**src/sv/four_pole_ladder_filter_core_assert.svh**
```systemverilog
`ifndef FOUR_POLE_LADDER_FILTER_CORE_ASSERT_SVH
`define FOUR_POLE_LADDER_FILTER_CORE_ASSERT_SVH

// same-cycle implication on clk, muted while rst_n is low
`define FPLF_ASSERT_SAME(name, ante, cons, msg) \
    name: assert property (@(posedge clk) disable iff (!rst_n) (ante) |-> (cons)) \
        else $error(msg);

// next-cycle implication on clk, muted while rst_n is low
`define FPLF_ASSERT_NEXT(name, ante, cons, msg) \
    name: assert property (@(posedge clk) disable iff (!rst_n) (ante) |=> (cons)) \
        else $error(msg);

`endif

```
**src/sv/fplf_pkg.sv**
```systemverilog
`timescale 1ns / 1ps
`default_nettype none

package fplf_pkg;

    // structure and default sizes
    localparam int STAGES         = 4;
    localparam int SAMPLE_BITS_DEF = 16;
    localparam int STATE_BITS_DEF  = 24;
    localparam int TANH_DEPTH_DEF  = 64;

    // configuration port
    localparam int CFG_ADDR_W = 2;
    localparam int CFG_DATA_W = 17;
    localparam int GAIN_W     = 16;
    localparam int DRIVE_W    = 17;

    // tanh table entries are Q0.30
    localparam int TANH_W = 30;

    // product scaling shifts
    localparam int DRIVE_SHIFT = 16;
    localparam int FB_SHIFT    = 13;
    localparam int ALPHA_SHIFT = 16;

    typedef enum logic [CFG_ADDR_W-1:0] {
        REG_STAGE_GAIN,
        REG_FEEDBACK_GAIN,
        REG_DRIVE,
        REG_MODE
    } cfg_reg_t;

    typedef enum logic [1:0] {
        MODE_LOWPASS,
        MODE_BANDPASS,
        MODE_HIGHPASS
    } mode_t;

    // register reset values and limits
    localparam logic [GAIN_W-1:0]  STAGE_GAIN_RST   = 16'd4031;
    localparam logic [GAIN_W-1:0]  FB_GAIN_RST      = 16'd16384;
    localparam logic [GAIN_W-1:0]  FB_MAX           = 16'd32768;
    localparam logic [DRIVE_W-1:0] DRIVE_RST        = 17'd65536;
    localparam logic [DRIVE_W-1:0] DRIVE_MAX        = 17'd65536;
    localparam logic [DRIVE_W-1:0] DRIVE_LINEAR_MAX = 17'd66;

    // long division, evaluated only while building the constant table
    function automatic logic [63:0] udiv64(input logic [63:0] num, input logic [63:0] den);
        logic [63:0] q;
        logic [63:0] r;
        q = '0;
        r = '0;
        for (int i = 63; i >= 0; i--)
        begin
            r = {r[62:0], num[i]};
            if (r >= den)
            begin
                r    = r - den;
                q[i] = 1'b1;
            end
        end
        return q;
    endfunction

    // tanh(4k/depth) in Q0.30 via (1-e)/(1+e), e = exp(-2x) from a taylor
    // seed at x/256 squared eight times
    function automatic logic [TANH_W-1:0] tanh_entry(input int unsigned k,
                                                     input int unsigned depth);
        logic [63:0] one;
        logic [63:0] z;
        logic [63:0] z2;
        logic [63:0] z3;
        logic [63:0] z4;
        logic [63:0] e;
        logic [63:0] den;
        logic [63:0] num;
        one = 64'd1 << 30;
        z   = udiv64(64'(k) << 25, 64'(depth));
        z2  = (z * z) >> 30;
        z3  = (z2 * z) >> 30;
        z4  = (z3 * z) >> 30;
        e   = one + z2 / 2 + z4 / 24 - z - z3 / 6;
        for (int i = 0; i < 8; i++)
        begin
            e = (e * e + (one >> 1)) >> 30;
        end
        den = one + e;
        num = ((one - e) << 30) + (den >> 1);
        return TANH_W'(udiv64(num, den));
    endfunction

endpackage

`default_nettype wire

```
**src/sv/four_pole_ladder_filter_core.sv**
```systemverilog
`timescale 1ns / 1ps
`default_nettype none
`include "four_pole_ladder_filter_core_assert.svh"

// Four-pole resonant ladder filter, one signed sample in and one filtered
// sample out per request. A single shared signed multiplier, registered at
// its output, is stepped by a small sequencer through the feedback path and
// the four trapezoidal integrator stages. When drive is above 66 the
// feedback passes a tanh soft saturation through an interpolated constant
// table, else it is linear. The input side is ready again only once the
// result is loaded, so a new request waits for the last one to finish; a
// result waiting on the output side holds the block only if it is still not taken when the next one is done.
// Configuration writes (stage gain, feedback gain, drive, mode) must be made
// while the filter is idle; feedback gain and drive clamp to their maxima and
// a mode write of 3 is ignored. The output is the low-pass, band-pass (stage
// three minus stage four) or high-pass (input minus low-pass) signal,
// saturated to the sample width.
module four_pole_ladder_filter_core
    import fplf_pkg::*;
#(
    parameter int SAMPLE_BITS      = SAMPLE_BITS_DEF,
    parameter int STATE_BITS       = STATE_BITS_DEF,
    parameter int TANH_TABLE_DEPTH = TANH_DEPTH_DEF
)
(
    input  wire logic                                   clk,
    input  wire logic                                   rst_n,
    // input stream
    input  wire logic                                   s_tvalid,
    output logic                                        s_tready,
    input  wire logic [((SAMPLE_BITS + 7) / 8) * 8-1:0] s_tdata,   // sample_in
    // output stream
    output logic                                        m_tvalid,
    input  wire logic                                   m_tready,
    output logic [((SAMPLE_BITS + 7) / 8) * 8-1:0]      m_tdata,   // sample_out
    // configuration writes
    input  wire logic                                   cfg_we,
    input  wire logic [CFG_ADDR_W-1:0]                  cfg_addr,
    input  wire logic [CFG_DATA_W-1:0]                  cfg_data
);

    localparam int DATA_W    = ((SAMPLE_BITS + 7) / 8) * 8;
    localparam int W         = STATE_BITS;
    localparam int FRAC      = STATE_BITS - 4;
    localparam int IN_FRAC   = SAMPLE_BITS - 1;
    localparam int SW        = W + 4;
    localparam int XW        = W + SAMPLE_BITS;
    localparam int ALIGN_UP  = (FRAC >= IN_FRAC) ? FRAC - IN_FRAC : 0;
    localparam int ALIGN_DN  = (IN_FRAC > FRAC) ? IN_FRAC - FRAC : 0;
    localparam int OW        = SW + ALIGN_DN;
    localparam int MA        = (W + 1 > TANH_W + 1) ? W + 1 : TANH_W + 1;
    localparam int MB        = (FRAC + 1 > DRIVE_W + 1) ? FRAC + 1 : DRIVE_W + 1;
    localparam int P         = MA + MB;
    localparam int TIDX_W    = $clog2(TANH_TABLE_DEPTH + 1);
    localparam int IDXF_W    = $clog2(2 * TANH_TABLE_DEPTH + 1) + 1;
    localparam int STAGE_W   = $clog2(STAGES);
    localparam logic [STAGE_W-1:0] STAGE_LAST = STAGE_W'(STAGES - 1);

    typedef enum logic [3:0] {
        ST_IDLE,
        ST_DRIVE,
        ST_ABS,
        ST_POS,
        ST_LOOK,
        ST_INTERP,
        ST_TSUM,
        ST_FBMUL,
        ST_SUM,
        ST_STMUL,
        ST_STUPD,
        ST_OUT
    } state_t;

    // saturate a wide internal sum to the state width
    function automatic logic signed [W-1:0] sat_state(input logic signed [SW-1:0] v);
        if (&v[SW-1:W-1] || ~|v[SW-1:W-1])
            sat_state = v[W-1:0];
        else if (v[SW-1])
            sat_state = {1'b1, {(W-1){1'b0}}};
        else
            sat_state = {1'b0, {(W-1){1'b1}}};
    endfunction

    // saturate the aligned output to the sample width
    function automatic logic signed [SAMPLE_BITS-1:0] sat_out(input logic signed [OW-1:0] v);
        if (&v[OW-1:SAMPLE_BITS-1] || ~|v[OW-1:SAMPLE_BITS-1])
            sat_out = v[SAMPLE_BITS-1:0];
        else if (v[OW-1])
            sat_out = {1'b1, {(SAMPLE_BITS-1){1'b0}}};
        else
            sat_out = {1'b0, {(SAMPLE_BITS-1){1'b1}}};
    endfunction

    // control and filter state
    state_t                   state_reg,      state_next;
    logic [STAGE_W-1:0]       stage_reg,      stage_next;
    logic                     out_valid_reg,  out_valid_next;
    logic [GAIN_W-1:0]        stage_gain_reg, stage_gain_next;
    logic [GAIN_W-1:0]        fb_gain_reg,    fb_gain_next;
    logic [DRIVE_W-1:0]       drive_reg,      drive_next;
    mode_t                    mode_reg,       mode_next;
    logic signed [W-1:0]      integ_reg [STAGES];
    logic signed [W-1:0]      integ_next [STAGES];
    logic signed [W-1:0]      last_lp_reg,    last_lp_next;

    // datapath registers
    logic [SAMPLE_BITS-1:0]   out_data_reg,   out_data_next;
    logic signed [P-1:0]      prod_reg,       prod_next;
    logic signed [W-1:0]      xs_reg,         xs_next;
    logic signed [W-1:0]      fb_reg,         fb_next;
    logic [W-1:0]             ax_reg,         ax_next;
    logic                     neg_reg,        neg_next;
    logic [TANH_W-1:0]        t0_reg,         t0_next;
    logic [TANH_W-1:0]        diff_reg,       diff_next;
    logic [FRAC-1:0]          fr_reg,         fr_next;
    logic signed [W-1:0]      u_reg,          u_next;
    logic signed [W-1:0]      prev_reg,       prev_next;

    // shared multiplier operands
    logic signed [MA-1:0]     mul_a;
    logic signed [MB-1:0]     mul_b;

    // combinational helpers
    logic signed [XW-1:0]     xs_wide;
    logic signed [W-1:0]      drive_term;
    logic [IDXF_W-1:0]        idx_full;
    logic                     beyond;
    logic [TIDX_W-1:0]        lo_idx;
    logic [TIDX_W-1:0]        hi_idx;
    logic [TANH_W-1:0]        t_sum;
    logic [FRAC-1:0]          tanh_mag;
    logic signed [W:0]        us_diff;
    logic signed [SW-1:0]     stage_v;
    logic signed [W-1:0]      stage_y;
    logic signed [SW-1:0]     out_r;
    logic signed [OW-1:0]     out_aligned;

    // tanh table, constant
    logic [TANH_W-1:0]        tanh_rom [TANH_TABLE_DEPTH+1];

    for (genvar k = 0; k <= TANH_TABLE_DEPTH; k++)
    begin : g_tanh
        assign tanh_rom[k] = tanh_entry(k, TANH_TABLE_DEPTH);
    end

    // handshake outputs
    assign s_tready = (state_reg == ST_IDLE);
    assign m_tvalid = out_valid_reg;
    assign m_tdata  = DATA_W'(out_data_reg);

    // input sample to internal format
    assign xs_wide = (XW'($signed(s_tdata[SAMPLE_BITS-1:0])) <<< ALIGN_UP) >>> ALIGN_DN;

    // drive-scaled feedback
    assign drive_term = W'(prod_reg >>> DRIVE_SHIFT);

    // table position, integer part and clamped indexes
    assign idx_full = prod_reg[FRAC+2 +: IDXF_W];
    assign beyond   = (idx_full >= IDXF_W'(TANH_TABLE_DEPTH));
    assign lo_idx   = beyond ? TIDX_W'(TANH_TABLE_DEPTH) : idx_full[TIDX_W-1:0];
    assign hi_idx   = beyond ? lo_idx : TIDX_W'(lo_idx + 1'b1);

    // interpolated tanh magnitude in internal format
    assign t_sum    = t0_reg + prod_reg[FRAC +: TANH_W];
    assign tanh_mag = t_sum[TANH_W-1:TANH_W-FRAC];

    // integrator stage arithmetic
    assign us_diff = (W + 1)'(u_reg) - (W + 1)'(integ_reg[stage_reg]);
    assign stage_v = SW'(prod_reg >>> ALPHA_SHIFT);
    assign stage_y = sat_state(stage_v + SW'(integ_reg[stage_reg]));

    // output selection and alignment
    always_comb
    begin
        case (mode_reg)
            MODE_BANDPASS: out_r = SW'(prev_reg) - SW'(u_reg);
            MODE_HIGHPASS: out_r = SW'(xs_reg) - SW'(u_reg);
            default:       out_r = SW'(u_reg);
        endcase
    end

    assign out_aligned = (OW'(out_r) <<< ALIGN_DN) >>> ALIGN_UP;

    // shared multiplier
    always_comb
    begin
        unique case (state_reg)
            ST_DRIVE:
            begin
                mul_a = MA'(last_lp_reg);
                mul_b = MB'(drive_reg);
            end
            ST_POS:
            begin
                mul_a = MA'(ax_reg);
                mul_b = MB'(TANH_TABLE_DEPTH);
            end
            ST_INTERP:
            begin
                mul_a = MA'(diff_reg);
                mul_b = MB'(fr_reg);
            end
            ST_FBMUL:
            begin
                mul_a = MA'(fb_reg);
                mul_b = MB'(fb_gain_reg);
            end
            ST_STMUL:
            begin
                mul_a = MA'(us_diff);
                mul_b = MB'(stage_gain_reg);
            end
            default:
            begin
                mul_a = '0;
                mul_b = '0;
            end
        endcase
    end

    assign prod_next = P'(mul_a) * P'(mul_b);

    // sequencer and next values
    always_comb
    begin
        state_next      = state_reg;
        stage_next      = stage_reg;
        out_valid_next  = out_valid_reg;
        stage_gain_next = stage_gain_reg;
        fb_gain_next    = fb_gain_reg;
        drive_next      = drive_reg;
        mode_next       = mode_reg;
        integ_next      = integ_reg;
        last_lp_next    = last_lp_reg;
        out_data_next   = out_data_reg;
        xs_next         = xs_reg;
        fb_next         = fb_reg;
        ax_next         = ax_reg;
        neg_next        = neg_reg;
        t0_next         = t0_reg;
        diff_next       = diff_reg;
        fr_next         = fr_reg;
        u_next          = u_reg;
        prev_next       = prev_reg;

        // configuration writes, clamped
        if (cfg_we)
        begin
            unique case (cfg_reg_t'(cfg_addr))
                REG_STAGE_GAIN:
                    stage_gain_next = cfg_data[GAIN_W-1:0];
                REG_FEEDBACK_GAIN:
                    fb_gain_next = (cfg_data[GAIN_W-1:0] > FB_MAX) ? FB_MAX
                                                                   : cfg_data[GAIN_W-1:0];
                REG_DRIVE:
                    drive_next = (cfg_data[DRIVE_W-1:0] > DRIVE_MAX) ? DRIVE_MAX
                                                                     : cfg_data[DRIVE_W-1:0];
                REG_MODE:
                    if (cfg_data[1:0] <= 2'(MODE_HIGHPASS))
                        mode_next = mode_t'(cfg_data[1:0]);
            endcase
        end

        // result taken downstream
        if (m_tvalid && m_tready)
            out_valid_next = 1'b0;

        unique case (state_reg)
            ST_IDLE:
            begin
                if (s_tvalid)
                begin
                    xs_next = W'(xs_wide);
                    if (drive_reg > DRIVE_LINEAR_MAX)
                        state_next = ST_DRIVE;
                    else
                    begin
                        fb_next    = last_lp_reg;
                        state_next = ST_FBMUL;
                    end
                end
            end
            ST_DRIVE:
                state_next = ST_ABS;
            ST_ABS:
            begin
                neg_next   = drive_term[W-1];
                ax_next    = drive_term[W-1] ? W'(-drive_term) : W'(drive_term);
                state_next = ST_POS;
            end
            ST_POS:
                state_next = ST_LOOK;
            ST_LOOK:
            begin
                t0_next    = tanh_rom[lo_idx];
                diff_next  = tanh_rom[hi_idx] - tanh_rom[lo_idx];
                fr_next    = beyond ? '0 : prod_reg[FRAC+1:2];
                state_next = ST_INTERP;
            end
            ST_INTERP:
                state_next = ST_TSUM;
            ST_TSUM:
            begin
                fb_next    = neg_reg ? -W'(tanh_mag) : W'(tanh_mag);
                state_next = ST_FBMUL;
            end
            ST_FBMUL:
                state_next = ST_SUM;
            ST_SUM:
            begin
                u_next     = sat_state(SW'(xs_reg) - SW'(prod_reg >>> FB_SHIFT));
                stage_next = '0;
                state_next = ST_STMUL;
            end
            ST_STMUL:
                state_next = ST_STUPD;
            ST_STUPD:
            begin
                integ_next[stage_reg] = sat_state(SW'(stage_y) + stage_v);
                prev_next             = u_reg;
                u_next                = stage_y;
                if (stage_reg == STAGE_LAST)
                    state_next = ST_OUT;
                else
                begin
                    stage_next = stage_reg + 1'b1;
                    state_next = ST_STMUL;
                end
            end
            ST_OUT:
            begin
                if (!out_valid_reg || m_tready)
                begin
                    out_data_next  = sat_out(out_aligned);
                    out_valid_next = 1'b1;
                    last_lp_next   = u_reg;
                    state_next     = ST_IDLE;
                end
            end
        endcase
    end

    // control, configuration and filter state
    always_ff @(posedge clk or negedge rst_n)
    begin
        if (!rst_n)
        begin
            state_reg      <= ST_IDLE;
            stage_reg      <= '0;
            out_valid_reg  <= 1'b0;
            stage_gain_reg <= STAGE_GAIN_RST;
            fb_gain_reg    <= FB_GAIN_RST;
            drive_reg      <= DRIVE_RST;
            mode_reg       <= MODE_LOWPASS;
            for (int i = 0; i < STAGES; i++)
            begin
                integ_reg[i] <= '0;
            end
            last_lp_reg    <= '0;
        end
        else
        begin
            state_reg      <= state_next;
            stage_reg      <= stage_next;
            out_valid_reg  <= out_valid_next;
            stage_gain_reg <= stage_gain_next;
            fb_gain_reg    <= fb_gain_next;
            drive_reg      <= drive_next;
            mode_reg       <= mode_next;
            integ_reg      <= integ_next;
            last_lp_reg    <= last_lp_next;
        end
    end

    // datapath registers
    always_ff @(posedge clk)
    begin
        out_data_reg <= out_data_next;
        prod_reg     <= prod_next;
        xs_reg       <= xs_next;
        fb_reg       <= fb_next;
        ax_reg       <= ax_next;
        neg_reg      <= neg_next;
        t0_reg       <= t0_next;
        diff_reg     <= diff_next;
        fr_reg       <= fr_next;
        u_reg        <= u_next;
        prev_reg     <= prev_next;
    end

    // checks
    `FPLF_ASSERT_NEXT(a_busy_after_request, s_tvalid && s_tready, !s_tready,
                      "input side still ready after a request")
    `FPLF_ASSERT_NEXT(a_result_loaded, (state_reg == ST_OUT) && (!m_tvalid || m_tready),
                      m_tvalid && s_tready, "result not loaded on finish")
    `FPLF_ASSERT_NEXT(a_last_stage_ends, (state_reg == ST_STUPD) && (stage_reg == STAGE_LAST),
                      state_reg == ST_OUT, "stage sequence overran")
    `FPLF_ASSERT_SAME(a_gain_clamped,
                      $past(cfg_we) && ($past(cfg_addr) == REG_FEEDBACK_GAIN),
                      fb_gain_reg <= FB_MAX, "feedback gain stored above limit")

endmodule

`default_nettype wire

```
**config.mk**
```make
export PLATFORM = sky130hd
export DESIGN_NAME = four_pole_ladder_filter_core
export DESIGN_NICKNAME = d
export VERILOG_FILES = /design/src/sv/fplf_pkg.sv /design/src/sv/four_pole_ladder_filter_core.sv
export VERILOG_INCLUDE_DIRS = /design/src /design/src/sv
export SDC_FILE = /design/constraint.sdc
export NUM_CORES = 2
export LEC_CHECK = 0
export ABC_AREA = 1
export BUFFER_PORTS_ARGS = -buffer_cell sky130_fd_sc_hd__buf_2
export CAP_MARGIN = 20
export CORE_UTILIZATION = 54
export CTS_CLUSTER_SIZE = 30
export DETAILED_ROUTE_END_ITERATION = 8
export PLACE_DENSITY_LB_ADDON = 0.12
export SKIP_LAST_GASP = 1
export SYNTH_ARGS = -nofsm -noshare
export SYNTH_HDL_FRONTEND = slang
export SYNTH_SLANG_ARGS = --single-unit
```
**constraint.sdc**
```tcl
create_clock -name clk -period 18.6 [get_ports clk]
set_input_delay 1.86 -clock clk [delete_from_list [all_inputs] [get_ports clk]]
set_output_delay 1.86 -clock clk [all_outputs]
set_load 0.02 [all_outputs]
```
Word-level counts from Yosys, hierarchy flattened
Memory sizes are Yosys's and may differ from the RTL's.
Index checks and enable logic that the tools add are counted.
{"block": "word_totals", "reg_bits": 437, "romBits": 7680, "inputBits": 40, "mem_count": 2}
{"block": "classes", "addsub": 12, "n_mul": 1, "order_cmp": 9, "eq_ne": 21, "muxes": 42, "n_bitwise": 3, "n_reduce_logical": 33}
{"name": "(no name shown)", "depth": 128, "width": 30, "rd": 1, "rd_clocked_by_memory_dff": 0, "wr": 0, "line": "four_pole_ladder_filter_core.sv:296", "source": "diff_next = tanh_rom[hi_idx] - tanh_rom[lo_idx];"}
{"name": "(no name shown)", "depth": 128, "width": 30, "rd": 1, "rd_clocked_by_memory_dff": 0, "wr": 0, "line": "four_pole_ladder_filter_core.sv:296"}
{"operator": "$mux 24", "count": 13}
{"operator": "$pmux 31 s5", "count": 1}
{"operator": "$mux 30", "count": 4}
{"operator": "$pmux 20 s5", "count": 1}
{"operator": "$bwmux 96", "count": 1}
{"operator": "$pmux 24 s2", "count": 2}
{"operator": "$pmux 28 s2", "count": 1}
{"operator": "$mul 31x21->50", "count": 1}
{"operator": "$sub 24x24->25", "count": 2}
{"operator": "$bmux 24 s2", "count": 1}
{"operator": "$demux 24 s2", "count": 1}
{"operator": "$mux 16", "count": 3}
{"operator": "$pmux 4 s12", "count": 1}
{"operator": "$add 30x30->30", "count": 1}
{"operator": "$sub 30x30->30", "count": 1}
{"operator": "$add 24x28->28", "count": 1}
{"operator": "$add 28x24->28", "count": 1}
{"operator": "$sub 21x28->28", "count": 1}
{"operator": "$sub 21x24->25", "count": 1}
{"operator": "$neg 20->24", "count": 1}
{"operator": "$neg 24->24", "count": 1}
{"operator": "$mux 23", "count": 1}
{"operator": "$gt 17x17->1 const B", "count": 1}
{"operator": "$gt 17x7->1 const B", "count": 1}
{"operator": "other kinds (36)", "count": 78}

Logic depth before layout (Yosys ltp)
{"block": "logic_depth", "ltp_word": 16, "mapped_depth": 50}

Least setup slack after synthesis
No wires, ideal clock.
{"block": "synth_path", "path_type": "reg-to-reg", "start": "reg stage_reg[0]", "end": "reg prod_reg[43]", "setup_time_ns": 0.112, "arrival_ns": 8.646, "t_required_ns": 18.488, "setup_slack_ns": 9.842, "stages_incl_launch_ff": 46, "n_path_buf": 4, "path_cell_list": "dfrtp_1 clkbuf_1 inv_1 clkbuf_1 buf_1 o21ai_0 o22ai_1 ha_1 fa_1 inv_1 nand2_1 nand2_1 a21oi_1 o21ai_1 a21boi_0 o21ai_0 nand3b_1 nand4_1 (+10 left out) fa_1 fa_1 fa_1 inv_1 fa_1 inv_1 ha_1 nand2_1 nor2_1 inv_1 nor2_1 nand4_1 o21ai_0 a21boi_1 o21bai_1 nand3_1 nand3_1 nand2_1"}
{"block": "synth_via", "elab_chain_len": 7}
{"item": "start: declaration", "line": "four_pole_ladder_filter_core.sv:96", "source": "logic [STAGE_W-1:0] stage_reg, stage_next;"}
{"item": "start signal: assignment", "line": "four_pole_ladder_filter_core.sv:364", "source": "stage_reg <= stage_next;"}
{"item": "$not 2->3 (not written as such)", "line": "four_pole_ladder_filter_core.sv:168", "source": "assign us_diff = (W + 1)'(u_reg) - (W + 1)'(integ_reg[stage_reg]);"}
{"item": "$bmux 24 s2", "line": "four_pole_ladder_filter_core.sv:168"}
{"item": "$mux 24 (not written as such) (2 in series)", "line": "four_pole_ladder_filter_core.sv:168"}
{"item": "$sub 24x24->25", "line": "four_pole_ladder_filter_core.sv:168"}
{"item": "$pmux 31 s5", "line": "four_pole_ladder_filter_core.sv:187", "source": "unique case (state_reg)"}
{"item": "$mul 31x21->50", "line": "four_pole_ladder_filter_core.sv:221", "source": "assign prod_next = P'(mul_a) * P'(mul_b);"}
{"item": "named net prod_next[43]", "line": "four_pole_ladder_filter_core.sv:108", "source": "logic signed [P-1:0] prod_reg, prod_next;"}
{"item": "end signal: assignment", "line": "four_pole_ladder_filter_core.sv:379", "source": "prod_reg <= prod_next;"}
{"item": "end: declaration", "line": "four_pole_ladder_filter_core.sv:108"}
The timed path passes the listed nets, and every way through them passes these cells. The select of a mux whose other input is x is not followed.
A chain may end at the register's enable or synchronous reset.

Final worst setup path
Same ends and word-level chain as after synthesis.

==> out/metrics.cfg <==
[synthesis]
synth_flop_cell=edfxtp_1
synth-edff-count=209
ys_warn_count=0
syn_avg_cell_area_um2=7.45
synth_top_area_share_pct=21.7
async_flop_share_pct=40.9
synth-seq-cells=435
synth_top_cell_by_area=fa_1
ys_seq_area_share_pct=20.9
syn-num-nets=8519
synth_area_um2=56000
syn_inst=7521
synth_cell_type_count=88
ys_top_cells_by_area=fa_1 22%, nand2_1 14%, edfxtp_1 11%

[grt]
antenna_found_initial=4
grt_pass1_wl_mm=312
grt_overflow=0
busiest_layer=met2
grt_max_degree=70
grt_pass1_vias=50100
grt_use_met1_pct=55.9
grt.met2_usage_pct=59.8
grt_usage_pct=40.0
grt_use_met3_pct=8.26

[worst_setup_path]
r2r_slack_ns=7.05
r2r_start=stage_reg[0]$_DFFE_PN0P_
worst-setup-path-type=flip-flop to flip-flop
startpoint=stage_reg[0]$_DFFE_PN0P_
regToRegEndpoint=prod_reg[43]$_DFF_P_
arrival_ns=12.11
slowest_delay_ns=0.79
crit_fanout=54
start_kind=flip-flop
crit_required_ns=19.16
slowest_stage=nand2_1
r2r_cells=41
endpoint_kind=flip-flop

[floorplan]
fp.dieArea_um2=105000
io_pins=58
initial_core_util_pct=54.8
chipWidth_um=324
die_h_um=324
num_rows=117
fp.coreArea_um2=102000

[cts]
cts_resized=0
cts_sinks=435
cts-root-buf=clkbuf_16
cts_tree=yes
clock_latency_ns=0.67
cts_inserted_buffers=50
cts_hold_buffers=0
clockBufferDepth=3
ctsHtreeMaxLevel=2
clk_pin_slew_worst_paths_ns=0.07
post-cts-setup-buffer-count=0

[sta]
clock.fmax_ghz=0.0866
slew_headroom_pct=27.1
fin_skew_ns=0.0643
final-setup-viol-count=0
finalCriticalPeriod_ns=11.55
fin_crit_sh_pct=62.1
drv_slew=0
hold_viol_final=0
setup_tns_ns=0
worst_pin_slew_ns=1.09
rsz0062_at_grt=false

[run]
drv_cap=0

[finish]
nets=8484
area_growth_pct=6.40
layout-drive-gt1-share_pct=6.18
largest_register_ffs=96

[route]
detail_route.iter0.violations=6132
drc=0
firstDrtPassIters=6
wl_per_cell_um=23.6
avgViaCountPerCell=5.89
ant_nets=0
num_vias=52400
routed_wirelength_mm=210

[place]
gp_congestion=1.04
io_buffers=57
dp_hpwl_mm=165

[worst_hold_path]
min_path_type=flip-flop to flip-flop
worstHoldStart=integ_reg[45]$_DFFE_PN0P_
min_path_cells=2
min_to=integ_reg[45]$_DFFE_PN0P_

[status]
outcome=complete, no violations

-- cell usage after synthesis (22+ instances only) --
cell	number
xor2_1	127
a32oi_1	25
o21bai_1	25
o22ai_1	25
nand4_1	45
a22oi_1	22
a21o_1	22
nand2_1	2029
buf_2	84
o21ai_1	26
a221oi_1	26
nand2_2	55
fa_1	607
a31oi_1	35
clkbuf_1	123
o21ai_0	355
dfrtp_1	165
inv_2	36
nor3_1	67
dfxtp_1	48
edfxtp_1	209
inv_1	1326
nor2_1	609
ha_1	351
xnor2_1	61
nand3_1	290
o211ai_1	32
a21oi_1	387
buf_1	22
-- layout by cell type, fill, tap and decap left out, drive strengths merged, types with 11 or more instances in the layout --
cell type and n:
o31ai 20, fa 607, a31oi 36, dfstp 13
xnor2 61, a22o 14, inv 1372, dfxtp 48
o211ai 34, nor4 18, nand3 293, a21boi 14
buf 161, clkbuf 58, o21a 17, dfrtp 165
nor3 69, ha 351, o21ai 392, a21oi 393
nand4 45, a32oi 25, edfxtp 209, a221oi 28
nand3b 11, a22oi 22, nor2 639, xor2 128
o22ai 25, or2 18, clkinv 25, nand2 2088
a21o 22, o21bai 27
-- kinds of logic (layout without fill, tap and decap cells) --
logic type,count (synthesis),in the layout,synth area share (%)
AND/OR/NAND/NOR,3195,3195,23.4
flip-flops,435,435,20.9
buffers and inverters,1623,1629,11.3
multiplexers,6,6,0.121
other,0,2,0
AO/OA/AOI/OAI,1115,1115,11.8
XOR/XNOR,189,189,2.97
adder cells (fa/ha/maj),958,958,29.5
-- metrics by stage --
step,hold WS (ns),instances,worst slack [ns],instance area [um2],util (%)
after floorplan,0.444,7521,9.84,56000,-
after global placement,0.462,8800,7.57,57700,56.4
after detailed placement,0.465,8801,7.29,57700,56.4
after CTS,0.482,8894,7.23,59600,58.2
after global routing,0.499,8895,6.31,59600,58.3
final,0.481,8897,7.05,59600,58.3
-- per-layer routing --
layer	share of wire, %	wire length, um	up-vias
li1	-	-	23600
met1	41	86700	25400
met2	43	90000	2854
met3	11	22700	567
met4	5.0	10500	6
met5	0.014	30	-
-- cell type report --
| type | count | area, um2 |
|---|---|---|
| tap | 1368 | 1710 |
| inverter | 1375 | 5180 |
| clock buffer | 58 | 1360 |
| multi-input combinational | 5463 | 38100 |
| sequential | 435 | 11700 |
| clock inverter | 35 | 518 |
| timing repair buffer | 161 | 1080 |
| antenna | 2 | 5.00 |
| fill | 9700 | 42700 |
-- worst max-delay path, delay by kind of cell (launching register included) --
kind | cells | cell delay, ns
adder cells (fa/ha/maj) | 10 | 4.39
AO/OA/AOI/OAI | 10 | 3.04
buffers and inverters | 10 | 1.90
AND/OR/NAND/NOR | 11 | 1.74
flip-flops | 1 | 0.37
-- worst max-delay path by stage --
| stage | to | slack (ns) |
|---|---|---|
| 2_1_floorplan | prod_reg[43]$_DFF_P_ | 9.84 |
| 3_3_place_gp | prod_reg[43]$_DFF_P_ | 7.57 |
| 3_5_place_dp | prod_reg[43]$_DFF_P_ | 7.29 |
| 4_1_cts | prod_reg[45]$_DFF_P_ | 7.23 |
| 5_1_grt | prod_reg[43]$_DFF_P_ | 6.31 |
| 6_report | prod_reg[43]$_DFF_P_ | 7.05 |
Power is left out: the tool's default activity adds up to more than one toggle a clock period on the data nets, which glitch-free logic cannot reach.
